--- config.mk ---
export PLATFORM = sky130hd
export DESIGN_NAME = trwl1_front
export DESIGN_NICKNAME = d
export VERILOG_FILES = /design/src/rtl/trwl1_pkg.sv /design/src/rtl/trwl1_front.sv
export VERILOG_INCLUDE_DIRS = /design/src /design/src/rtl
export SDC_FILE = /design/constraint.sdc
export NUM_CORES = 2
export LEC_CHECK = 0
export ABC_AREA = 1
export BUFFER_PORTS_ARGS = -buffer_cell sky130_fd_sc_hd__buf_2
export CORE_MARGIN = 2
export CORE_UTILIZATION = 55
export DETAILED_ROUTE_END_ITERATION = 12
export GPL_TIMING_DRIVEN = 0
export HOLD_SLACK_MARGIN = 0.02
export MAX_ROUTING_LAYER = met4
export PLACE_DENSITY = 0.79
export SLEW_MARGIN = 20
export SYNTH_ARGS = -nofsm -noshare
export SYNTH_HDL_FRONTEND = slang
export SYNTH_SLANG_ARGS = --single-unit
--- constraint.sdc ---
create_clock -name clock -period 16.48 [get_ports clock]
set_input_delay 3.296 -clock clock [delete_from_list [all_inputs] [get_ports clock]]
set_output_delay 3.296 -clock clock [all_outputs]
set_load 0.01 [all_outputs]
--- src/rtl/trw_l1_message_update_top_macros.svh ---
// assertion macros for the message update block
`ifndef TRW_L1_MESSAGE_UPDATE_TOP_MACROS_SVH
`define TRW_L1_MESSAGE_UPDATE_TOP_MACROS_SVH

`ifndef SYNTHESIS
`define TRWL1_ASSERT(label, clk, rst, prop) \
   label: assert property (@(posedge clk) disable iff (rst) prop) \
      else $error("trwl1 check failed");
`define TRWL1_ASSERT_ALWAYS(label, clk, prop) \
   label: assert property (@(posedge clk) prop) \
      else $error("trwl1 check failed");
`else
`define TRWL1_ASSERT(label, clk, rst, prop)
`define TRWL1_ASSERT_ALWAYS(label, clk, prop)
`endif

`endif

--- src/rtl/trwl1_pkg.sv ---
package trwl1_pkg;

   localparam int NUM_LABELS = 16;
   localparam int LBL_W      = $clog2(NUM_LABELS);
   localparam int CNT_W      = $clog2(NUM_LABELS + 1);
   localparam int QDEPTH     = 4;
   localparam int QPTR_W     = $clog2(QDEPTH);
   localparam int QCNT_W     = $clog2(QDEPTH + 1);

   localparam logic signed [23:0] POS_MAX = 24'sh7FFFFF;
   localparam logic signed [23:0] NEG_MIN = 24'sh800000;

   typedef logic [1:0] csr_index_type;
   localparam csr_index_type CSR_SMOOTH_GAIN = 2'd0;
   localparam csr_index_type CSR_TRUNC_LEVEL = 2'd1;

   typedef struct packed {
      logic signed [23:0] unary_cost;
      logic signed [23:0] msg_a;
      logic signed [23:0] msg_b;
      logic signed [23:0] msg_c;
      logic signed [23:0] msg_back;
      logic [15:0]        wt_a;
      logic [15:0]        wt_b;
      logic [15:0]        wt_c;
      logic [15:0]        wt_back;
      logic               last_label;
   } req_type;

   typedef struct packed {
      logic signed [23:0] out_value;
      logic               out_last;
   } rsp_type;

   typedef struct packed {
      logic signed [23:0] partial;
      logic [15:0]        wt_back;
      logic               last;
   } entry_type;

   function automatic logic signed [23:0] sat24(input logic signed [31:0] v);
      logic signed [23:0] r;
      if (v > 32'sd8388607) begin
         r = POS_MAX;
      end else if (v < -32'sd8388608) begin
         r = NEG_MIN;
      end else begin
         r = v[23:0];
      end
      return r;
   endfunction

endpackage

--- src/rtl/trwl1_front.sv ---
`include "trw_l1_message_update_top_macros.svh"

module trwl1_front import trwl1_pkg::*; (
   input  logic      clock,
   input  logic      reset,
   input  logic      req_valid,
   output logic      req_stall,
   input  req_type   req_data,
   input  logic      q_full,
   output logic      q_push,
   output entry_type q_entry
);

   logic [CNT_W-1:0]   cnt_ff, cnt_in;
   logic [15:0]        wa_ff, wb_ff, wc_ff, wk_ff;
   logic [15:0]        wa, wb, wc, wk;
   logic               s1_valid_ff;
   logic signed [40:0] pa_ff, pb_ff, pc_ff, pk_ff;
   logic signed [23:0] un_ff;
   logic [15:0]        wk_s1_ff;
   logic               last_s1_ff;
   logic               first, accept, ends;
   logic signed [16:0] fk;
   logic signed [43:0] sum;
   logic signed [28:0] rnd;
   logic signed [31:0] tot;

   assign req_stall = s1_valid_ff && q_full;
   assign accept    = req_valid && !req_stall;
   assign first     = (cnt_ff == '0);
   assign wa = first ? req_data.wt_a    : wa_ff;
   assign wb = first ? req_data.wt_b    : wb_ff;
   assign wc = first ? req_data.wt_c    : wc_ff;
   assign wk = first ? req_data.wt_back : wk_ff;
   assign fk = $signed(17'd32768 - {1'b0, wk});
   assign ends = req_data.last_label || (cnt_ff == CNT_W'(NUM_LABELS - 1));
   assign cnt_in = ends ? '0 : cnt_ff + 1'b1;

   assign sum = 44'(pa_ff) + 44'(pb_ff) + 44'(pc_ff) - 44'(pk_ff);
   assign rnd = 29'((sum + 44'sd16384) >>> 15);
   assign tot = 32'(rnd) + 32'(un_ff);

   assign q_push  = s1_valid_ff && !q_full;
   assign q_entry = '{partial: sat24(tot), wt_back: wk_s1_ff, last: last_s1_ff};

   always_ff @(posedge clock) begin
      if (reset) begin
         cnt_ff      <= '0;
         s1_valid_ff <= 1'b0;
         wa_ff <= '0; wb_ff <= '0; wc_ff <= '0; wk_ff <= '0;
      end else begin
         if (q_push && !accept) begin
            s1_valid_ff <= 1'b0;
         end
         if (accept) begin
            s1_valid_ff <= 1'b1;
            cnt_ff      <= cnt_in;
            wa_ff <= wa; wb_ff <= wb; wc_ff <= wc; wk_ff <= wk;
            pa_ff <= req_data.msg_a * $signed({1'b0, wa});
            pb_ff <= req_data.msg_b * $signed({1'b0, wb});
            pc_ff <= req_data.msg_c * $signed({1'b0, wc});
            pk_ff <= req_data.msg_back * fk;
            un_ff      <= req_data.unary_cost;
            wk_s1_ff   <= wk;
            last_s1_ff <= ends;
         end
      end
   end

   `TRWL1_ASSERT(a_front_cnt_range, clock, reset, cnt_ff < CNT_W'(NUM_LABELS))
   `TRWL1_ASSERT(a_front_stall_holds, clock, reset, req_stall |-> s1_valid_ff)
   `TRWL1_ASSERT(a_front_no_overflow, clock, reset, q_push |-> !q_full)

endmodule

Word-level counts from Yosys, hierarchy flattened
Index checks and enable logic that the tools add are counted.
- register bits: 275
- bits of input ports: 189
- output and inout port bits: 43
- logic and storage cells: 48
- add/subtract/negate cells: 7
- $mul: 4
- order comparisons: 2
- eq/ne operators: 1
- mux-type cells: 9
- bitwise operators: 1
- reduce and logical (&&, ||, !) cells: 11
- operators by type and width (cell ; number):
    $mul 24x17->41 ; 4
    $mux 16 ; 4
    $mux 24 ; 2
    $add 44x16->44 const B ; 1
    $sub 43x41->44 ; 1
    $add 42x41->43 ; 1
    $add 41x41->42 ; 1
    $add 29x24->30 ; 1
    $gt 30x24->1 const B ; 1
    $lt 30x24->1 const B ; 1
    $sub 16x16->17 const A ; 1
    $add 5x1->5 const B ; 1
    $eq 5x4->1 const B ; 1
    $logic_not 5->1 ; 1
    $mux 5 ; 1
    $logic_and 1x1->1 ; 4
    $logic_not 1->1 ; 3
    $mux 1 ; 2
    $reduce_and 2->1 ; 1
    $reduce_bool 2->1 ; 1
    $logic_or 1x1->1 ; 1
    $not 1->1 ; 1

Logic depth before layout (Yosys ltp)
- depth after elaboration: 8
- depth in mapped cells: 44
- gate-level depth less buffers: 41

Least setup slack after synthesis
OpenSTA, ideal clock, no wires.
- kind: in2reg
- start point: input port q_full
- end point: register last_s1_ff, enable pin
- library setup time: 778 ps
- data arrival time: 12648 ps
- data required time: 15702 ps
- path slack: 3055 ps
- stages on the path: 6
- path buffers: 1
- cells stage by stage: nand2_1 -> inv_1 -> nor2_1 -> clkinv_1 -> clkbuf_1 -> nor2_1
- word-level cells in the longest chain between the ends: 4
- ends and longest elaborated chain (what ; RTL line ; source):
    from (decl) ; trwl1_front.sv:9 ; input logic q_full,
    $logic_and 1x1->1 ; trwl1_front.sv:28 ; assign req_stall = s1_valid_ff && q_full;
    via req_stall ; trwl1_front.sv:7 ; output logic req_stall,
    $logic_not 1->1 ; trwl1_front.sv:29 ; assign accept = req_valid && !req_stall;
    $logic_and 1x1->1 ; trwl1_front.sv:29 ;
    $reduce_and 2->1 (no line) ; - ;
    to (signal assigned) ; trwl1_front.sv:65 ; last_s1_ff <= ends;
    to (decl) ; trwl1_front.sv:21 ; logic last_s1_ff;
The timed path passes the listed nets, and every way through them passes these cells.
A chain may end at the register's enable or synchronous reset.

Worst setup path after layout
- start point: input port req_data[1] (netlist bit)
- end point: register pk_ff[32], data pin
- word-level cells in the longest chain between the ends: 3
- ends and longest elaborated chain (what ; RTL line ; source):
    from (decl) ; trwl1_front.sv:8 ; input req_type req_data,
    $mux 16 ; trwl1_front.sv:34 ; assign wk = first ? req_data.wt_back : wk_ff;
    $sub 16x16->17 ; trwl1_front.sv:35 ; assign fk = $signed(17'd32768 - {1'b0, wk});
    via fk[0] ; trwl1_front.sv:23 ; logic signed [16:0] fk;
    $mul 24x17->41 ; trwl1_front.sv:62 ; pk_ff <= req_data.msg_back * fk;
    to (signal assigned) ; trwl1_front.sv:62 ;
    to (decl) ; trwl1_front.sv:18 ; logic signed [40:0] pa_ff, pb_ff, pc_ff, pk_ff;
The timed path passes the listed nets, and every way through them passes these cells.

==> summary.md <==
| Metric | Value |
|---|---|
| Status | `finished clean` |
| Commonest cells in the synthesized netlist | `inv_1 (2,389), nand2_1 (1,633), fa_1 (1,614), nor2_1 (986), ha_1 (519)` |
| Ys flop type | `edfxtp_1` |
| FF+latch area | `0.00756 mm²` |
| Hold_ws | `492 ps` |
| CTS tree | `done` |
| # DRC | `0` |
| Sequential share of the synthesized area | `0.102` |
| Placed Cells | `10,939` |
| Final Cycle Share | `0.699` |
| IO Pins | `232` |
| Dpl ws | `4570 ps` |
| Reg2reg path depth | `41` |
| RSZ-0062 raised after global routing | `no` |
| First-pass GRT wire length | `356,000 µm` |
| Starting Density | `0.555` |
| Number of global-route vias before repair | `63,062` |
| Cell mode on critical path | `inv_1` |
| Die area | `0.138 mm²` |
| Std cell rows | `134` |
| Synth top area cells | `fa_1 (44%), inv_1 (12%), ha_1 (8.7%)` |
| Detailed placement HPWL | `198,000 µm` |
| Maximum clock insertion buffer count | `3` |
| Yosys reg bits | `275` |
| Cells after Synth | `8,950` |
| CTS Buf Count | `37` |
| Max-Cap Viols | `0` |
| Setup Buffers After CTS | `0` |
| Syn avg cell area | `8.30 µm²` |
| CTS root buf | `clkbuf_16` |
| Netlist cell types | `51` |
| GP Congestion | `1.06` |
| Antenna violations before repair | `7` |
| Class of the worst hold path | `register to register` |
| DRT antenna net count | `0` |
| Synthesized area | `0.0742 mm²` |
| Fin crit period | `11,520 ps` |
| CTS clk-pin slew, worst paths | `60 ps` |
| Crit end category | `register` |
| Critical Path Fanout Max | `10` |
| Clk_lat worst skew | `610 ps` |
| Setup CP Type | `primary input to register` |
| Area delta synth->final | `6.40%` |
| Setup violators final | `0` |
| Largest net degree at the start of global routing | `28` |
| Pins over their slew limit | `0` |
| Worst-margin pin slew | `1160 ps` |
| Worst relative slew slack | `0.219` |
| PnR worst setup slack | `4960 ps` |
| Post-layout util | `0.590` |
| Hold_buf cts | `0` |
| CP peak stage delay | `530 ps` |
| Input/output buffers | `210` |
| Final wirelength | `229,000 µm` |
| Fin. Hold Viols | `0` |
| Most common cell in the synthesized netlist | `inv_1` |
| Max Freq | `86.8 MHz` |
| NumNets Final | `11,532` |
| CTS sink count | `275` |
| Die width | `371 µm` |
| Yosys Warn Count | `0` |
| Post-synth EDFFs | `205` |
| Crit path launch type | `primary input` |
| # fillers | `11,902` |
| Largest area contributor in the netlist | `fa_1` |
| Total grt overflow | `0` |
| Crit path arrival time | `11,840 ps` |
| DR WL/cell | `20.8 µm` |
| Worst Hold Path Cells | `2` |
| Syn nets | `11,272` |
| Core area | `0.134 mm²` |
| Critical Path RT | `16,800 ps` |
| Non-Filler Instances | `11,014` |
| Ys async rst share | `0` |
| DR pass1 iterations | `8` |
| Gr usage total | `0.351` |
| DR vias/cell | `5.52` |
| Share of cells above drive strength 1 | `0.0490` |
| Die Span Y | `371 µm` |
| Share of the synthesized area in the top cell type | `0.435` |
| Htree depth | `2` |
| Crit-path slowest cell | `fa_1` |
| Via count | `60,803` |
| Multi-input logic area | `0.0565 mm²` |
| Post-CTS Resized | `0` |
| Final Skew | `73.6 ps` |
| Initial DRC Count | `5,831` |
## flip-flops by register name, indices dropped and copies added (netlist names), 16 cells and up
register / cells
pa_ff: 41
pb_ff: 41
pc_ff: 41
pk_ff: 41
un_ff: 24
wa_ff: 16
wb_ff: 16
wc_ff: 16
wk_ff: 16
wk_s1_ff: 16
## layout by cell type, fill, tap and decap left out, types with 6 or more instances in the layout
| cell | count |
|---|---|
| buf_6 | 14 |
| inv_1 | 2389 |
| nand2_2 | 9 |
| a211oi_1 | 6 |
| a21o_1 | 49 |
| o221ai_1 | 9 |
| inv_2 | 15 |
| buf_2 | 298 |
| o211ai_1 | 8 |
| clkinv_1 | 13 |
| dfxtp_1 | 70 |
| xor2_1 | 136 |
| a31oi_1 | 26 |
| a21boi_0 | 21 |
| o21ai_1 | 25 |
| o21ai_2 | 23 |
| ha_1 | 519 |
| nor2_1 | 985 |
| a21oi_1 | 319 |
| o21ai_0 | 218 |
| diode_2 | 7 |
| nor3_1 | 32 |
| and3_1 | 10 |
| buf_1 | 19 |
| xnor2_1 | 82 |
| nand3_1 | 156 |
| clkbuf_1 | 135 |
| edfxtp_1 | 205 |
| o21bai_1 | 42 |
| clkbuf_16 | 37 |
| fa_1 | 1614 |
| nand4_1 | 27 |
| nor4_1 | 11 |
| nand2_1 | 1633 |
| o21a_1 | 10 |
## worst paths after layout
check / from / end / slack (ps)
setup / recovery: req_data[1] / pk_ff[32]$_DFFE_PP_ / 4960
hold / removal: s1_valid_ff$_SDFFE_PP0P_ / s1_valid_ff$_SDFFE_PP0P_ / 490
hold reg to reg: s1_valid_ff$_SDFFE_PP0P_ / s1_valid_ff$_SDFFE_PP0P_ / 490
setup reg to reg: cnt_ff[0]$_SDFFE_PP0P_ / pk_ff[32]$_DFFE_PP_ / 6840
## worst max-delay path: cells and delay by family
family / cells / cell delay, ps
AOI/OAI and AO/OA: 3 / 1010
buffers and inverters: 11 / 1800
and+or+nand+nor: 10 / 1310
xor gates and xnor gates: 1 / 480
adders and majority gates: 8 / 3880
## per-layer routing
layer	track usage	wire [µm]
met5	-	0
met4	0.171	13900
met3	0.0628	21700
met2	0.537	104000
met1	0.452	88800
## final cells by class
cell class              instances  share of cell area
clock inverters                25             0.00322
multi-input cells            6007               0.715
flip-flops and latches        275              0.0957
plain buffers                 255              0.0150
clock buffers                  43              0.0121
well taps                    1768              0.0280
repair buffers                221              0.0163
diodes                          7            0.000222
inverters                    2413               0.115
## metrics by stage
stage | instance area [µm²] | setup TNS, ps
after floorplan | 74200 | 0
after global placement | 77500 | -294610
after detailed placement | 77800 | 0
after CTS | 79000 | 0
after global routing | 79000 | 0
final | 79000 | 0
## kinds of logic (layout without fill, tap and decap cells)
logic type	count (synthesis)	in the layout	synth area share
and+or+nand+nor	2893	2893	0.154
buffers and inverters	2668	2957	0.138
adders and majority gates	2133	2133	0.523
AOI/OAI and AO/OA	763	763	0.0582
DFF	275	275	0.102
xor gates and xnor gates	218	218	0.0257
other	0	7	0
Power is left out: the tool's default activity adds up to more than one toggle a clock period on the data nets, which glitch-free logic cannot reach.
