--- config.mk ---
export PLATFORM = sky130hd
export DESIGN_NAME = trwl1_queue
export DESIGN_NICKNAME = d
export VERILOG_FILES = /design/src/rtl/trwl1_pkg.sv /design/src/rtl/trwl1_queue.sv
export VERILOG_INCLUDE_DIRS = /design/src /design/src/rtl
export SDC_FILE = /design/constraint.sdc
export NUM_CORES = 1
export LEC_CHECK = 0
export ABC_AREA = 1
export BUFFER_PORTS_ARGS = -buffer_cell sky130_fd_sc_hd__buf_2
export CAP_MARGIN = 25
export CORE_MARGIN = 1.5
export CORE_UTILIZATION = 53
export DETAILED_ROUTE_END_ITERATION = 10
export HOLD_SLACK_MARGIN = 0.12
export PLACE_DENSITY_LB_ADDON = 0.15
export SYNTH_ARGS = -nofsm -noshare
export SYNTH_HDL_FRONTEND = slang
export SYNTH_SLANG_ARGS = --single-unit
--- constraint.sdc ---
create_clock -name clock -period 8.7 [get_ports clock]
set_input_delay 0.87 -clock clock [delete_from_list [all_inputs] [get_ports clock]]
set_output_delay 0.87 -clock clock [all_outputs]
set_load 0.01 [all_outputs]
--- src/rtl/trw_l1_message_update_top_macros.svh ---
// assertion macros for the message update block
`ifndef TRW_L1_MESSAGE_UPDATE_TOP_MACROS_SVH
`define TRW_L1_MESSAGE_UPDATE_TOP_MACROS_SVH

`ifndef SYNTHESIS
`define TRWL1_ASSERT(label, clk, rst, prop) \
   label: assert property (@(posedge clk) disable iff (rst) prop) \
      else $error("trwl1 check failed");
`define TRWL1_ASSERT_ALWAYS(label, clk, prop) \
   label: assert property (@(posedge clk) prop) \
      else $error("trwl1 check failed");
`else
`define TRWL1_ASSERT(label, clk, rst, prop)
`define TRWL1_ASSERT_ALWAYS(label, clk, prop)
`endif

`endif

--- src/rtl/trwl1_pkg.sv ---
package trwl1_pkg;

   localparam int NUM_LABELS = 16;
   localparam int LBL_W      = $clog2(NUM_LABELS);
   localparam int CNT_W      = $clog2(NUM_LABELS + 1);
   localparam int QDEPTH     = 4;
   localparam int QPTR_W     = $clog2(QDEPTH);
   localparam int QCNT_W     = $clog2(QDEPTH + 1);

   localparam logic signed [23:0] POS_MAX = 24'sh7FFFFF;
   localparam logic signed [23:0] NEG_MIN = 24'sh800000;

   typedef logic [1:0] csr_index_type;
   localparam csr_index_type CSR_SMOOTH_GAIN = 2'd0;
   localparam csr_index_type CSR_TRUNC_LEVEL = 2'd1;

   typedef struct packed {
      logic signed [23:0] unary_cost;
      logic signed [23:0] msg_a;
      logic signed [23:0] msg_b;
      logic signed [23:0] msg_c;
      logic signed [23:0] msg_back;
      logic [15:0]        wt_a;
      logic [15:0]        wt_b;
      logic [15:0]        wt_c;
      logic [15:0]        wt_back;
      logic               last_label;
   } req_type;

   typedef struct packed {
      logic signed [23:0] out_value;
      logic               out_last;
   } rsp_type;

   typedef struct packed {
      logic signed [23:0] partial;
      logic [15:0]        wt_back;
      logic               last;
   } entry_type;

   function automatic logic signed [23:0] sat24(input logic signed [31:0] v);
      logic signed [23:0] r;
      if (v > 32'sd8388607) begin
         r = POS_MAX;
      end else if (v < -32'sd8388608) begin
         r = NEG_MIN;
      end else begin
         r = v[23:0];
      end
      return r;
   endfunction

endpackage

--- src/rtl/trwl1_queue.sv ---
`include "trw_l1_message_update_top_macros.svh"

module trwl1_queue import trwl1_pkg::*; (
   input  logic      clock,
   input  logic      reset,
   input  logic      push,
   input  entry_type push_data,
   output logic      full,
   input  logic      pop,
   output logic      not_empty,
   output entry_type pop_data
);

   entry_type          mem [QDEPTH];
   logic [QPTR_W-1:0]  wr_ff, rd_ff;
   logic [QCNT_W-1:0]  cnt_ff;
   logic               do_push, do_pop;

   assign full      = (cnt_ff == QCNT_W'(QDEPTH));
   assign not_empty = (cnt_ff != '0);
   assign pop_data  = mem[rd_ff];
   assign do_push   = push && !full;
   assign do_pop    = pop && not_empty;

   always_ff @(posedge clock) begin
      if (do_push) begin
         mem[wr_ff] <= push_data;
      end
   end

   always_ff @(posedge clock) begin
      if (reset) begin
         wr_ff  <= '0;
         rd_ff  <= '0;
         cnt_ff <= '0;
      end else begin
         if (do_push) begin
            wr_ff <= wr_ff + 1'b1;
         end
         if (do_pop) begin
            rd_ff <= rd_ff + 1'b1;
         end
         if (do_push && !do_pop) begin
            cnt_ff <= cnt_ff + 1'b1;
         end else if (do_pop && !do_push) begin
            cnt_ff <= cnt_ff - 1'b1;
         end
      end
   end

   `TRWL1_ASSERT(a_queue_count, clock, reset, cnt_ff <= QCNT_W'(QDEPTH))
   `TRWL1_ASSERT(a_queue_ptrs, clock, reset,
      (cnt_ff == '0 || cnt_ff == QCNT_W'(QDEPTH)) |-> (wr_ff == rd_ff))

endmodule

Word-level counts from Yosys, hierarchy flattened
Memories as Yosys holds them, arrays and structs flattened. A register that Yosys moved wholly into a read port is not among the register bits.
Index checks and enable logic that the tools add are counted.
- word-level logic and storage cells: 24
- memories: 1
- bits in writable memories: 164
- bits in registers: 7
- output and inout bits: 43
- input port bits: 45
- equality and inequality tests: 1
- reductions and logical operators: 9
- muxes and demuxes: 6
- $add $sub $neg: 4
- memories (name ; depth ; width ; read ports ; clocked after Yosys merged registers in ; write ports ; RTL line ; RTL):
    mem ; 4 ; 41 ; 1 ; 1 ; 1 ; trwl1_queue.sv:14 ; entry_type mem [QDEPTH];
- operators by type and width (kind ; number):
    $mux 3 ; 2
    $add 2x1->2 const B ; 2
    $logic_and 1x1->1 ; 4
    $mux 2 ; 2
    $add 3x1->3 const B ; 1
    $eq 3x3->1 const B ; 1
    $logic_not 1->1 ; 3
    $reduce_bool 3->1 ; 1
    $sub 3x1->3 const B ; 1
    $mux 1 ; 2
    $reduce_bool 2->1 ; 1

Depth between registers and ports, before layout
Gate-level depths: netlist (run 1).
- depth after elaboration: 7
- gate-level depth with buffers: 13
- depth with buffers taken out: 13

Worst setup path before layout (run 1)
No wires, ideal clock.
- kind: input port to flip-flop
- start point: input push
- end point: memory mem[0][0] (netlist name), enable pin
- cell stages on the path: 2
- arrival: 2.674 ns
- path buffers: 0
- required time: 8.261 ns
- path slack: 5.587 ns
- library setup time: 0.439 ns
- cells stage by stage: nand2_2 nor2_1
- word-level cells in the longest chain between the ends: 3
- RTL lines (element ; RTL line ; RTL):
    start, declared ; trwl1_queue.sv:6 ; input logic push,
    $logic_and 1x1->1 ; trwl1_queue.sv:22 ; assign do_push = push && !full;
    $mux 1 ; trwl1_queue.sv:26 ; if (do_push) begin
    $mux 1 (implied by the code) ; trwl1_queue.sv:27 ; mem[wr_ff] <= push_data;
    end, declared ; trwl1_queue.sv:14 ;
No other way between the ends.

==> results.yml, run 1 <==
outcome:
  status: "completed"
finish:
  diodes: 0
  fill_cells: 915
  area_growth_pct: 17.37
  finalNonFillerCells: 733
  nNetsFinal: 603
  layout-drive-gt1-share_pct: 23.19
setup_path:
  reg2reg_to: "cnt_ff[1]"
  r2r_setup_slack_ns: 6.70
  crit_fanout: 42
  worstPathRequired_ns: 7.83
  cp.arrival_ns: 2.36
  timing.rr.start: "cnt_ff[1]"
  reg2regPathDepth: 9
  endpoint_kind: "primary output"
  criticalPathCategory: "flop to primary output"
  start_kind: "flop"
clock_tree:
  cts_sinks: 173
  clkTransAtPathRegs_ns: 0.06
  cts_buffer_depth: 2
  tritoncts: "yes"
  cts_resized: 0
  cts_setup_buffers: 0
  cts_hold_buf: 0
  htree_levels: 4
  clockRootBuffer: "clkbuf_16"
  clock_latency_ns: 0.41
  cts-buffers-inserted: 17
place:
  gp_congestion: 0.7437
  hpwl_mm: 6.679
  placed_cells: 701
  io_buffers: 87
timing:
  setup_viol: 0
  fin_setup_tns_ns: 0
  rsz0062_at_grt: "no"
  maxSlewHeadroom_pct: 42.24
  max_freq_ghz: 0.3100
  clock_skew_ns: 0.008858
  finalMaxSlewViolations: 0
  hold_viol: 0
  fin_crit_ns: 3.226
  worstMarginPinSlew_ns: 0.8664
  finalCritPeriodShare_pct: 37.08
synthesis:
  netlist_area_sq_um: 6563
  avgSynthCellArea_sq_um: 14.11
  synthCells: 465
  synth_seq_cells: 173
  synth_top_area_cell: "edfxtp_1"
  synth.distinct_cells: 20
  ys_seq_area_share_pct: 77.79
  synth_top_area_share_pct: 75.04
  synth.area.top_cells: "edfxtp_1, nor2_1, o22ai_1, o21ai_1, dfxtp_1"
  synthesis.nets: 516
  yosys_warnings: 0
route:
  via_count: 3907
  drtAntennaViolNets: 0
  drc: 0
  routed_wirelength_mm: 12.38
  drt_iter0_drc: 308
  wl_per_cell_microns: 16.89
  dr.pass1.iters: 5
  viasPerCell: 5.330
power:
  total_leakage_power_nw: 2.738
  ir_worst_vdd_mv: 0.1674
  power-per-cell-area_nw_per_um2: 299.4
min_path:
  worstHoldStart: "rd_ff[1]"
  min_path_cells: 2
  min_path_type: "flop to flop"
global_routing:
  overflow: 0
  antenna_found_initial: 1
  grt_pass1_wl_mm: 19.71
  grt_usage_pct: 20.30
  grt_max_degree: 83
  grt_pass1_vias: 3884
floorplanning:
  num_rows: 40
  dieArea_sq_um: 13060
  ioPinCount: 88
  core_area_sq_um: 12060
  start_util_pct: 54.41
  die_h_microns: 114.3
  die_x_microns: 114.3
run:
  maxCapViolations: 0
==> state kept, by name (all words and copies together) (netlist names), named ones only <==
name and cells:
wr_ff 2, cnt_ff 3, rd_ff 2, mem 164
==> how the worst max path moves through the flow <==
stage | from | depth (start not counted) | endpoint | slack [ns]
6_report | flop | 4 | pop_data[6] | 5.47
4_1_cts | flop | 4 | pop_data[6] | 5.41
3_3_place_gp | flop | 4 | pop_data[26] | 5.87
2_1_floorplan | push | 2 | mem[0][0] | 5.59
3_5_place_dp | flop | 4 | pop_data[20] | 5.85
5_1_grt | flop | 4 | pop_data[6] | 5.25
==> cell usage in the layout, fill, tap and decap left out, types with 3 or more instances in the layout <==
master / count
a21oi_1: 3
buf_2: 87
buf_4: 6
bufinv_16: 3
clkbuf_1: 3
clkbuf_16: 17
clkinv_2: 3
clkinvlp_4: 5
dfxtp_1: 7
edfxtp_1: 164
ha_1: 5
inv_1: 15
nand2_1: 14
nand3_1: 4
nor2_1: 91
nor2_4: 4
o21ai_0: 36
o21ai_1: 47
o22ai_1: 41
==> through the flow <==
step | utilization, % | area, sq um | setup slack (ns) | hold WS (ns) | power [mW]
final | 63.86 | 7702 | 5.474 | 0.5088 | 2.306
after global routing | 63.86 | 7702 | 5.255 | 0.5308 | 2.428
after CTS | 63.86 | 7702 | 5.411 | 0.5066 | 2.328
after detailed placement | 59.02 | 7119 | 5.855 | 0.4972 | 1.595
after global placement | 59.02 | 7119 | 5.874 | 0.4696 | 1.583
after floorplan | - | 6563 | 5.587 | 0.4594 | 1.409
==> synthesized netlist by cell type, drive strengths merged <==
library cell  instances
nand3b                1
nor2                 96
a21oi                 3
ha                    5
nand2                15
xor2                  1
inv                  17
buf                  25
o22ai                41
dfxtp                 9
edfxtp              164
fa                    1
nand3                 4
o21ai                83
==> report_power, final <==
group | leakage [nW] | switching [mW] | internal, mW | total (mW)
Clock | 0.269 | 0.289 | 0.449 | 0.738
Sequential | 1.58 | 0.0357 | 1.01 | 1.05
Combinational | 0.891 | 0.345 | 0.174 | 0.519
==> layer usage <==
layer | routed length [microns] | track usage (%) | vias to the layer above
met5 | 16 | 0 | -
met4 | 130 | 8.250 | 2
met3 | 680 | 5.347 | 13
met2 | 6132 | 32.37 | 104
met1 | 5421 | 26.88 | 1899
li1 | - | - | 1889
==> area by class of cell <==
cell class                      instances  area, sq um  share of cell area, %
Tap cell                              168        210.2                  2.729
Timing Repair Buffer                   93        480.5                  6.238
Multi-Input combinational cell        250         1257                  16.33
Inverter                               17        63.81                 0.8285
Clock inverter                         12        146.4                  1.901
Clock buffer                           20        436.7                  5.669
Sequential cell                       173         5107                  66.31
==> critical path, stage by stage (launching register included) <==
cell     delay [ns]
dfxtp_2        0.88
inv_2          0.54
o21ai_0        0.23
o22ai_1        0.12
buf_2          0.15
==> logic make-up (layout without fill, tap and decap cells) <==
| family | count (synthesis) | count (layout) | share of synthesized area (%) |
|---|---|---|---|
| compound gates | 127 | 127 | 10.47 |
| xor+xnor | 1 | 1 | 0.1335 |
| buf+inv | 42 | 142 | 3.508 |
| flops | 173 | 173 | 77.79 |
| simple gates | 116 | 116 | 6.845 |
| fa+ha+maj | 6 | 6 | 1.258 |
Note: power is estimated with default switching activity, not from simulation.
==> run 2: changes to the inputs <==
clock period = 3.15 ns   (was 8.7 ns; I/O delays follow)
==> run 2 against run 1 <==
Against the previous run:
- final cell count rose by 5.9%
- non-clock buffer count rose by 43
- sequential cell count did not move
- worst setup slack got worse by 4.7 ns
- global-route usage rose by 0.89 points
- routed wire length rose by 4.9%
- design area rose by 5.5%
- combinational power rose to 2.9 times the previous value
- sequential power rose to 2.7 times the previous value
- clock power rose to 2.8 times the previous value
- critical endpoint is now pop_data[7]
- largest power group unchanged
==> results.yml, run 2 (synthesis results as in run 1) <==
outcome:
  status: "completed"
finish:
  layout_common_cells: "edfxtp_1, nor2_1, buf_2"
  regArea_sq_um: 5107
  multi_input_area_sq_um: 1257
  largest-register: "mem"
  area_growth_pct: 23.83
  nNetsFinal: 646
  diodes: 0
  largest_reg_flops: 164
  final_common_cell: "edfxtp_1"
  top_regs: "mem (164), cnt_ff (3)"
  layout-drive-gt1-share_pct: 21.71
  fill_cells: 880
clock_tree:
  htree_levels: 4
  cts_sinks: 173
  clockRootBuffer: "clkbuf_16"
  tritoncts: "yes"
  clock_latency_ns: 0.43
  cts_resized: 0
  cts_setup_buffers: 0
  cts_buffer_depth: 2
  cts_hold_buf: 41
  cts-buffers-inserted: 17
  clkTransAtPathRegs_ns: 0.06
place:
  gp_congestion: 0.7761
  io_buffers: 87
  hpwl_mm: 7.140
timing:
  finalCritPeriodShare_pct: 75.68
  hold_viol: 0
  max_freq_ghz: 0.4195
  maxSlewHeadroom_pct: 44.14
  setup_viol: 0
  fin_crit_ns: 2.384
  fin_setup_tns_ns: 0
  rsz0062_at_grt: "no"
  finalMaxSlewViolations: 0
  holdWs_ns: 0.1300
  worstMarginPinSlew_ns: 0.8379
  clock_skew_ns: 0.008688
setup_path:
  worstPathRequired_ns: 2.83
  reg2regPathDepth: 9
  criticalPathCategory: "flop to primary output"
  cp.arrival_ns: 2.07
  crit_fanout: 82
  endpoint_kind: "primary output"
  start_kind: "flop"
  reg2reg_to: "cnt_ff[1]"
  timing.rr.start: "cnt_ff[1]"
  r2r_setup_slack_ns: 1.11
floorplanning:
  die_h_microns: 114.3
  start_util_pct: 54.41
  dieArea_sq_um: 13060
  ioPinCount: 88
  die_x_microns: 114.3
  num_rows: 40
  core_area_sq_um: 12060
route:
  routed_wirelength_mm: 12.99
  viasPerCell: 5.304
  drt_iter0_drc: 321
  wl_per_cell_microns: 16.74
  dr.pass1.iters: 4
  via_count: 4116
  drc: 0
  drtAntennaViolNets: 0
global_routing:
  antenna_found_initial: 0
  overflow: 0
  grt_usage_pct: 21.19
  grt_pass1_vias: 4064
  grt_pass1_wl_mm: 20.58
  grt_max_degree: 83
power:
  power-per-cell-area_nw_per_um2: 791.7
  power_mw: 6.434
  total_leakage_power_nw: 2.930
  ir_worst_vdd_mv: 0.4734
min_path:
  holdPathEnd: "mem[0][38]"
  worstHoldStart: "push_data[38]"
  min_path_type: "input pin to flop"
  min_path_cells: 1
run:
  maxCapViolations: 0
run 2: cell types whose count changed in the layout (fill, tap and decap cells not counted):
cell / change
clkinv_4: +2
clkbuf_1: -1
clkinv_1: +2
dlygate4sd3_1: +41
buf_4: +2
clkinvlp_4: -3
run 2: layer usage:
| metal | vias to the layer above | part of all wire [%] | global-route usage, % |
|---|---|---|---|
| met5 | - | 0 | 0 |
| met4 | 0 | 2.1 | 9.583 |
| met3 | 19 | 5.6 | 5.558 |
| met2 | 113 | 49 | 33.25 |
| met1 | 2009 | 43 | 28.14 |
| li1 | 1975 | - | - |
run 2: worst max-delay path by stage:
stage,startpoint,end,slack (ns),cells after the start
2_1_floorplan,cnt_ff[0],mem[0][0],0.35,4
3_3_place_gp,cnt_ff[1],cnt_ff[1],1.25,9
3_5_place_dp,cnt_ff[1],cnt_ff[1],1.12,9
4_1_cts,flop,pop_data[38],0.77,4
5_1_grt,flop,pop_data[35],0.65,4
6_report,flop,pop_data[7],0.77,4
run 2: worst max-delay path: stages, from the launching register on:
cell	delay, ns
dfxtp_2	0.34
buf_4	0.64
o21ai_1	0.18
o22ai_1	0.24
buf_2	0.17
run 2: through the flow:
stage	utilization, %	setup WS (ns)	std cells	instance area, sq um
after floorplan	-	0.3463	465	6563
after global placement	59.15	1.254	703	7134
after detailed placement	59.15	1.118	703	7134
after CTS	67.38	0.7689	776	8127
after global routing	67.38	0.6489	776	8127
final	67.38	0.7662	776	8127
run 2: report_power, final:
group,total (mW),switching [mW],internal [mW]
sequential,2.87,0.0757,2.80
combinational,1.51,0.994,0.518
clock,2.05,0.813,1.23
run 2: area by class of cell:
class / instances / area share, %
Timing Repair Buffer: 136 / 11.15
Inverter: 17 / 0.7852
Sequential cell: 173 / 62.85
Clock inverter: 13 / 1.832
Tap cell: 168 / 2.587
Multi-Input combinational cell: 250 / 15.47
Clock buffer: 19 / 5.327
