## src/rtl/trw_l1_message_update_top_macros.svh

```systemverilog
// assertion macros for the message update block
`ifndef TRW_L1_MESSAGE_UPDATE_TOP_MACROS_SVH
`define TRW_L1_MESSAGE_UPDATE_TOP_MACROS_SVH

`ifndef SYNTHESIS
`define TRWL1_ASSERT(label, clk, rst, prop) \
   label: assert property (@(posedge clk) disable iff (rst) prop) \
      else $error("trwl1 check failed");
`define TRWL1_ASSERT_ALWAYS(label, clk, prop) \
   label: assert property (@(posedge clk) prop) \
      else $error("trwl1 check failed");
`else
`define TRWL1_ASSERT(label, clk, rst, prop)
`define TRWL1_ASSERT_ALWAYS(label, clk, prop)
`endif

`endif

```

## src/rtl/trwl1_pkg.sv

```systemverilog
package trwl1_pkg;

   localparam int NUM_LABELS = 16;
   localparam int LBL_W      = $clog2(NUM_LABELS);
   localparam int CNT_W      = $clog2(NUM_LABELS + 1);
   localparam int QDEPTH     = 4;
   localparam int QPTR_W     = $clog2(QDEPTH);
   localparam int QCNT_W     = $clog2(QDEPTH + 1);

   localparam logic signed [23:0] POS_MAX = 24'sh7FFFFF;
   localparam logic signed [23:0] NEG_MIN = 24'sh800000;

   typedef logic [1:0] csr_index_type;
   localparam csr_index_type CSR_SMOOTH_GAIN = 2'd0;
   localparam csr_index_type CSR_TRUNC_LEVEL = 2'd1;

   typedef struct packed {
      logic signed [23:0] unary_cost;
      logic signed [23:0] msg_a;
      logic signed [23:0] msg_b;
      logic signed [23:0] msg_c;
      logic signed [23:0] msg_back;
      logic [15:0]        wt_a;
      logic [15:0]        wt_b;
      logic [15:0]        wt_c;
      logic [15:0]        wt_back;
      logic               last_label;
   } req_type;

   typedef struct packed {
      logic signed [23:0] out_value;
      logic               out_last;
   } rsp_type;

   typedef struct packed {
      logic signed [23:0] partial;
      logic [15:0]        wt_back;
      logic               last;
   } entry_type;

   function automatic logic signed [23:0] sat24(input logic signed [31:0] v);
      logic signed [23:0] r;
      if (v > 32'sd8388607) begin
         r = POS_MAX;
      end else if (v < -32'sd8388608) begin
         r = NEG_MIN;
      end else begin
         r = v[23:0];
      end
      return r;
   endfunction

endpackage

```

## src/rtl/trwl1_back.sv

```systemverilog
`include "trw_l1_message_update_top_macros.svh"

module trwl1_back import trwl1_pkg::*; (
   input  logic        clock,
   input  logic        reset,
   input  logic [15:0] smooth_gain,
   input  logic [15:0] trunc_level,
   input  logic        q_not_empty,
   input  entry_type   q_data,
   output logic        q_pop,
   output logic        rsp_valid,
   input  logic        rsp_stall,
   output rsp_type     rsp_data
);

   typedef enum logic [3:0] {
      LOAD, DIV, STEP, TRUNC, CLAMP, FWD_RD, FWD_WR, BWD_RD, BWD_WR, EMIT_RD, EMIT_WR
   } state_type;

   state_type          state_ff;
   logic signed [23:0] mem [NUM_LABELS];
   logic signed [23:0] rd_ff;
   logic [CNT_W-1:0]   cnt_ff;
   logic [LBL_W-1:0]   idx_ff, last_idx;
   logic signed [23:0] min_ff, prev_ff, clampv_ff, base_ff;
   logic [15:0]        w_ff, div_rem_ff;
   logic [30:0]        div_q_ff;
   logic [4:0]         div_cnt_ff;
   logic [22:0]        step_ff;
   logic [38:0]        prod_ff;
   logic               rsp_valid_ff;
   rsp_type            rsp_ff;

   logic [16:0]        div_t;
   logic               div_bit;
   logic [15:0]        div_rem_in;
   logic signed [24:0] cand;
   logic signed [23:0] relaxed, relax_in, clip;
   logic [30:0]        tr;
   logic [23:0]        tr_sat;
   logic signed [24:0] clamp_sum;
   logic               out_free;
   logic               mem_we;
   logic [LBL_W-1:0]   mem_wa, mem_ra;
   logic signed [23:0] mem_wd;

   assign last_idx = LBL_W'(cnt_ff - 1'b1);
   assign q_pop    = (state_ff == LOAD) && q_not_empty;
   assign out_free = !rsp_valid_ff || !rsp_stall;
   assign rsp_valid = rsp_valid_ff;
   assign rsp_data  = rsp_ff;

   assign div_t      = {div_rem_ff, div_q_ff[30]};
   assign div_bit    = (div_t >= {1'b0, w_ff});
   assign div_rem_in = div_bit ? 16'(div_t - {1'b0, w_ff}) : div_t[15:0];

   assign cand    = $signed({prev_ff[23], prev_ff}) + $signed({2'b00, step_ff});
   assign relaxed = (cand < 25'(rd_ff)) ? cand[23:0] : rd_ff;

   assign tr        = prod_ff[38:8];
   assign tr_sat    = (tr > 31'd8388607) ? 24'd8388607 : tr[23:0];
   assign clamp_sum = 25'(min_ff) + $signed({1'b0, tr_sat});
   assign clip      = (rd_ff > clampv_ff) ? clampv_ff : rd_ff;

   always_comb begin
      relax_in = relaxed;
      if (state_ff == FWD_WR && idx_ff == '0) begin
         relax_in = rd_ff;
      end else if (state_ff == BWD_WR && idx_ff == last_idx) begin
         relax_in = rd_ff;
      end
   end

   always_comb begin
      mem_we = 1'b0;
      mem_wa = idx_ff;
      mem_wd = relax_in;
      mem_ra = idx_ff;
      unique case (state_ff)
         LOAD: begin
            mem_we = q_pop;
            mem_wa = cnt_ff[LBL_W-1:0];
            mem_wd = q_data.partial;
         end
         FWD_WR, BWD_WR: mem_we = 1'b1;
         default: mem_we = 1'b0;
      endcase
   end

   always_ff @(posedge clock) begin
      if (mem_we) begin
         mem[mem_wa] <= mem_wd;
      end
      rd_ff <= mem[mem_ra];
   end

   always_ff @(posedge clock) begin
      if (reset) begin
         state_ff     <= LOAD;
         cnt_ff       <= '0;
         idx_ff       <= '0;
         min_ff       <= POS_MAX;
         rsp_valid_ff <= 1'b0;
      end else begin
         if (!rsp_stall && !(state_ff == EMIT_WR && out_free)) begin
            rsp_valid_ff <= 1'b0;
         end
         unique case (state_ff)
            LOAD: begin
               if (q_pop) begin
                  cnt_ff <= cnt_ff + 1'b1;
                  if (q_data.partial < min_ff) begin
                     min_ff <= q_data.partial;
                  end
                  if (cnt_ff == '0) begin
                     w_ff <= q_data.wt_back;
                  end
                  if (q_data.last) begin
                     div_rem_ff <= '0;
                     div_q_ff   <= {smooth_gain, 15'd0};
                     div_cnt_ff <= 5'd30;
                     state_ff   <= DIV;
                  end
               end
            end
            DIV: begin
               div_rem_ff <= div_rem_in;
               div_q_ff   <= {div_q_ff[29:0], div_bit};
               div_cnt_ff <= div_cnt_ff - 1'b1;
               if (div_cnt_ff == '0) begin
                  state_ff <= STEP;
               end
            end
            STEP: begin
               if (w_ff == '0 || div_q_ff > 31'd8388607) begin
                  step_ff <= 23'h7FFFFF;
               end else begin
                  step_ff <= div_q_ff[22:0];
               end
               state_ff <= TRUNC;
            end
            TRUNC: begin
               prod_ff  <= trunc_level * step_ff;
               state_ff <= CLAMP;
            end
            CLAMP: begin
               clampv_ff <= (clamp_sum > 25'sd8388607) ? POS_MAX : clamp_sum[23:0];
               idx_ff    <= '0;
               state_ff  <= FWD_RD;
            end
            FWD_RD: state_ff <= FWD_WR;
            FWD_WR: begin
               prev_ff <= relax_in;
               if (idx_ff == last_idx) begin
                  state_ff <= BWD_RD;
               end else begin
                  idx_ff   <= idx_ff + 1'b1;
                  state_ff <= FWD_RD;
               end
            end
            BWD_RD: state_ff <= BWD_WR;
            BWD_WR: begin
               prev_ff <= relax_in;
               if (idx_ff == '0) begin
                  base_ff  <= (relax_in > clampv_ff) ? clampv_ff : relax_in;
                  state_ff <= EMIT_RD;
               end else begin
                  idx_ff   <= idx_ff - 1'b1;
                  state_ff <= BWD_RD;
               end
            end
            EMIT_RD: state_ff <= EMIT_WR;
            EMIT_WR: begin
               if (out_free) begin
                  rsp_valid_ff       <= 1'b1;
                  rsp_ff.out_value   <= sat24(32'(clip) - 32'(base_ff));
                  rsp_ff.out_last    <= (idx_ff == last_idx);
                  if (idx_ff == last_idx) begin
                     cnt_ff   <= '0;
                     idx_ff   <= '0;
                     min_ff   <= POS_MAX;
                     state_ff <= LOAD;
                  end else begin
                     idx_ff   <= idx_ff + 1'b1;
                     state_ff <= EMIT_RD;
                  end
               end
            end
            default: state_ff <= LOAD;
         endcase
      end
   end

   `TRWL1_ASSERT(a_back_cnt_range, clock, reset, cnt_ff <= CNT_W'(NUM_LABELS))
   `TRWL1_ASSERT(a_back_div_rem, clock, reset,
      (state_ff == DIV && w_ff != '0) |-> (div_rem_ff < w_ff))
   `TRWL1_ASSERT(a_back_stalled_out, clock, reset,
      (rsp_valid_ff && rsp_stall) |=> rsp_valid_ff && $stable(rsp_ff))

endmodule

```

## config.mk

```make
export PLATFORM = sky130hd
export DESIGN_NAME = trwl1_back
export DESIGN_NICKNAME = d
export VERILOG_FILES = /design/src/rtl/trwl1_pkg.sv /design/src/rtl/trwl1_back.sv
export VERILOG_INCLUDE_DIRS = /design/src /design/src/rtl
export SDC_FILE = /design/constraint.sdc
export NUM_CORES = 2
export LEC_CHECK = 0
export ABC_AREA = 1
export BUFFER_PORTS_ARGS = -buffer_cell sky130_fd_sc_hd__buf_2
export CAP_MARGIN = 20
export CORE_MARGIN = 2
export CORE_UTILIZATION = 50
export DETAILED_ROUTE_END_ITERATION = 8
export PLACE_DENSITY = 0.68
export SYNTH_ARGS = -nofsm -noshare
export SYNTH_HDL_FRONTEND = slang
export SYNTH_SLANG_ARGS = --single-unit
```

## constraint.sdc

```tcl
create_clock -name clock -period 6.7 [get_ports clock]
set_input_delay 1.005 -clock clock [delete_from_list [all_inputs] [get_ports clock]]
set_output_delay 1.005 -clock clock [all_outputs]
set_load 0.02 [all_outputs]
```

# Word-level counts from Yosys, hierarchy flattened
# Memories as Yosys holds them, arrays and structs flattened. A register that Yosys moved wholly into a read port is not among the register bits.
# Index checks and enable logic that the tools add are counted.
# Widths: inputs -> output; s select.
[classes]
bitwise = 1
n_addsub = 9
n_mul = 1
mux = 47
n_eq_ne = 19
n_reduce_logical = 31
magnitude_cmp = 10
[ops]
columns = ["op", "n"]
rows = [
  ["$mux 24", 12],
  ["$gt 31x23->1 const B", 2],
  ["$mux 31", 2],
  ["$pmux 31 s2", 1],
  ["$gt 25x24->1 const B", 2],
  ["$gt 24x24->1", 2],
  ["$mux 16", 3],
  ["$pmux 24 s2", 1],
  ["$mux 4", 11],
  ["$pmux 4 s11", 1],
  ["$mul 16x23->39", 1],
  ["$pmux 16 s2", 1],
  ["$add 24x24->25", 1],
  ["$add 24x25->25", 1],
  ["$lt 25x24->1", 1],
  ["$lt 25x24->1 const B", 1],
  ["$mux 5", 5],
  ["$sub 24x24->25", 1],
  ["$lt 24x24->1", 1],
  ["$pmux 5 s2", 2],
  ["$reduce_and 4->1", 5],
  ["$ge 17x16->1", 1],
  ["$eq 4x3->1 const B", 4],
  ["$logic_not 16->1", 1],
  ["27 further kinds", 55],
]
[word_totals]
register_bits = 265
in_bits = 77
ramBits = 384
output_inout_bits = 27
n_memories = 1
[mem_list]
columns = ["name", "depth", "word_bits", "read_ports", "rd_ports_with_merged_regs", "write_ports", "line", "text"]
rows = [
  ["mem", 16, 24, 1, 1, 1, "trwl1_back.sv:21", "logic signed [23:0] mem [NUM_LABELS];"],
]

# Depth between registers and ports, before layout
[logic_depth]
word_depth = 8
depth_mapped = 40
ltp_nobuf = 37

# Worst setup path after synthesis
# No wires, ideal clock.
[synth_path]
path_type = "input to register"
from = "in reset"
to = "reg div_cnt_ff[0], enable pin"
arrival_time_ps = 6196
cell_stages = 2
slack_ps = -87
setup_ps = 590
required_time_ps = 6110
path_cell_list = "clkbuf_1 nor4_1"
[synth_between]
elab_chain_len = 2
[synth_lines]
columns = ["element", "line", "text"]
rows = [
  ["start: declaration", "trwl1_back.sv:5", "input logic reset,"],
  ["$not 1->1 (no source line)", "--", ""],
  ["$reduce_and 4->1 (no source line)", "--", ""],
  ["end signal: assignment", "trwl1_back.sv:129", "div_cnt_ff <= div_cnt_ff - 1'b1;"],
  ["end: declaration", "trwl1_back.sv:28", "logic [4:0] div_cnt_ff;"],
]
# Every way passes these cells.
# A chain may end at the register's enable or synchronous reset.

# Worst setup path after layout
[layout_path]
from = "reg step_ff[12]"
to = "reg prod_ff[37], data pin"
[layout_between]
elab_chain_len = 1
[layout_lines]
columns = ["element", "line", "text"]
rows = [
  ["start: declaration", "trwl1_back.sv:29", "logic [22:0] step_ff;"],
  ["start signal: assignment", "trwl1_back.sv:138", "step_ff <= div_q_ff[22:0];"],
  ["$mul 16x23->39", "trwl1_back.sv:143", "prod_ff <= trunc_level * step_ff;"],
  ["end signal: assignment", "trwl1_back.sv:143", ""],
  ["end: declaration", "trwl1_back.sv:30", "logic [38:0] prod_ff;"],
]
# Every way passes these cells.

==> flow_summary.json <==
{
  "rsz0062_at_grt": "no",
  "synth_edf_count": 603,
  "post-route-period-util_pct": 94.67,
  "htreeDepth": 3,
  "num_rows": 112,
  "use_met3_pct": 4.720,
  "grtUsageMet2_pct": 43.22,
  "start_util_pct": 50.35,
  "clk_latency_ns": 0.65,
  "crit_chain": "nand2_1, fa_1, inv_1, fa_1, inv_1, fa_1, inv_1, fa_1, inv_1, fa_1, inv_1, fa_1, ha_1, nand2_1, nor2_1, inv_1, nor2_1, o21ai_0, nand2_1, nand2_1, nand3_1, xor2_1",
  "clkSinkCount": 665,
  "busiest_layer": "met2",
  "antenna_found_initial": 12,
  "fin_util_pct": 55.29,
  "criticalPathCategory": "register to register",
  "fin_crit_ns": 6.343,
  "synth_cell_type_count": 54,
  "core_area_mm2": 0.09319,
  "hold_slack_ns": 0.4962,
  "outcome": "finished, final reports clean",
  "ys_ff_latch": 665,
  "grt_first_pass_wirelength_um": 199600,
  "power.density_mw_per_mm2": 544.6,
  "die_w_um": 310.4,
  "layout-drive-gt1-share_pct": 8.254,
  "cts_hold_buf": 0,
  "fillers": 8347,
  "grt.total_usage_pct": 27.28,
  "skew_ns": 0.02783,
  "seq_area_frac_synth_pct": 41.23,
  "final_antenna_net_count": 0,
  "overflow": 0,
  "grt_pass1_vias": 34820,
  "routed_via_density": 5.495,
  "regArea_mm2": 0.01935,
  "routed_wl_um": 131000,
  "final_common_cell": "nand2_1",
  "die_h_um": 310.4,
  "cp_max_fo": 17,
  "syn_inst": 5249,
  "drcViolationCount": 0,
  "ir_drop_mv": 0.8191,
  "syn_nets": 5917,
  "final_area_mm2": 0.05152,
  "synth_area_per_cell_um2": 8.940,
  "port_buffers": 103,
  "cts_buffer_depth": 3,
  "hp-start": "min_ff[18]",
  "startpoint": "step_ff[12]",
  "slew_viol_final": 0,
  "clk_pin_slew_ns": 0.06,
  "drt_iter0_markers": 3687,
  "async_reset_ff_share_pct": 0,
  "dpl_cell_area_mm2": 0.04909,
  "power.leakage_nw": 23.62,
  "finalSetupTns_ns": 0,
  "r2r_slack_ns": 0.36,
  "post_drt_wl_per_cell_um": 19.74,
  "clock-root-buffer": "clkbuf_16",
  "crit_required_ns": 7.09,
  "start_kind": "register",
  "met1_usage_pct": 37.57,
  "crit_path_top_delay_cell": "edfxtp_1",
  "dp_hpwl_um": 94920,
  "syn-cell-area_mm2": 0.04693,
  "multi_input_area_mm2": 0.02368,
  "yosys_warnings": 0,
  "report.final.hold_viol_count": 0,
  "synth-main-ff-cell": "edfxtp_1",
  "slowest_delay_ns": 1.06,
  "maxCapViolations": 0,
  "gp_congestion": 0.9557,
  "cts_resized": 0,
  "layout_common_cells": "nand2_1, inv_1, edfxtp_1",
  "areaGrowthSynthToFinish_pct": 9.802,
  "regToRegStartpoint": "step_ff[12]",
  "fin_nets": 5986,
  "endpoint_kind": "register",
  "ios": 104,
  "cts_tree": "built",
  "dr.pass1.iters": 6,
  "fmax_mhz": 157.7,
  "grt_max_degree": 109,
  "dp_slack_ns": 0.1663,
  "worst_pin_slew_ns": 1.134,
  "holdCritPathClass": "register to register",
  "crit_arrival_ns": 6.73,
  "max_slew_margin_pct": 24.21,
  "setup_slack_ns": 0.3573,
  "setup_violations": 0,
  "post-cts-setup-buffers": 0,
  "numCtsBuffers": 74,
  "die_area_mm2": 0.09632,
  "vias": 36470
}
[area by class of cell]
cell class,count,share of cell area [%]
well taps,1254,3.045
inverters,842,6.139
repair buffers,209,2.793
clock inverters,39,0.6654
multi-input cells,3526,45.96
flip-flops and latches,665,37.56
clock buffers,98,3.810
diodes,4,0.01943
[cells in the mapped netlist, types with 11 or more instances]
master / instances / share of area [%]
a21o_1: 27 / 0.43
a21oi_1: 167 / 1.8
a31oi_1: 20 / 0.27
and2_1: 27 / 0.36
buf_1: 13 / 0.10
buf_2: 30 / 0.32
clkbuf_1: 163 / 1.3
dfxtp_1: 62 / 2.6
edfxtp_1: 603 / 39
fa_1: 295 / 13
ha_1: 296 / 7.9
inv_1: 826 / 6.6
inv_2: 14 / 0.11
nand2_1: 1246 / 10
nand2_2: 11 / 0.15
nand2_4: 11 / 0.26
nand3_1: 272 / 2.9
nand4_1: 57 / 0.76
nor2_1: 427 / 3.4
nor3_1: 33 / 0.35
nor4_1: 18 / 0.24
o211ai_1: 23 / 0.37
o21ai_0: 274 / 2.9
o21bai_1: 24 / 0.38
o221ai_1: 76 / 1.4
o22ai_1: 21 / 0.28
or2_2: 48 / 0.64
xnor2_1: 31 / 0.58
xor2_1: 62 / 1.2
[power breakdown]
| part | internal (mW) | leakage (nW) | switching (mW) | total (mW) |
|---|---|---|---|---|
| clock | 2.14 | 1.11 | 1.74 | 3.88 |
| sequential | 6.23 | 5.93 | 0.282 | 6.51 |
| combinational | 6.18 | 16.6 | 11.5 | 17.7 |
| total | 14.5 | 23.6 | 13.5 | 28.1 |
[worst max-delay path: cells and delay by family, from the launching register on]
kind	cells	cell delay [ns]
fa+ha+maj	7	3.49
flops	1	1.06
simple gates	7	0.90
buf+inv	6	0.37
compound gates	1	0.21
xor+xnor	1	0.06
[per-stage QoR]
step                      power [mW]  std cells
after floorplan                18.62       5249
after global placement         23.84       6491
after detailed placement       23.97       6491
after CTS                      27.93       6628
final                          28.06       6637
after global routing           30.36       6635
[kinds of logic after synthesis]
logic type                 count (synthesis)  share of synthesized area (%)
and+or+nand+nor                         2177                          19.51
buffers and inverters                   1058                          8.687
DFF                                      665                          41.23
AOI/OAI and AO/OA                        664                          8.346
adders and majority gates                591                          20.48
xor gates and xnor gates                  93                          1.736
other                                      1                       0.007991
[state kept, by name (all words and copies together) (netlist names)]
register / count
base_ff: 24
clampv_ff: 24
cnt_ff: 5
div_cnt_ff: 5
div_q_ff: 31
div_rem_ff: 16
idx_ff: 4
mem: 384
min_ff: 24
prev_ff: 24
prod_ff: 31
rd_ff: 24
rsp_data: 25
rsp_valid: 1
state_ff: 4
step_ff: 23
w_ff: 16
[worst paths after layout]
path,to,cells after the start
min reg2reg,min_ff[18],2
max,prod_ff[37],22
min,min_ff[18],2
max reg2reg,prod_ff[37],22
[metal layers]
metal,vias up,part of all wire (%)
li1,17280,-
met1,17460,42
met2,1437,46
met3,278,8.3
met4,20,3.7
met5,-,0.10
(Power assumes the default switching activity.)
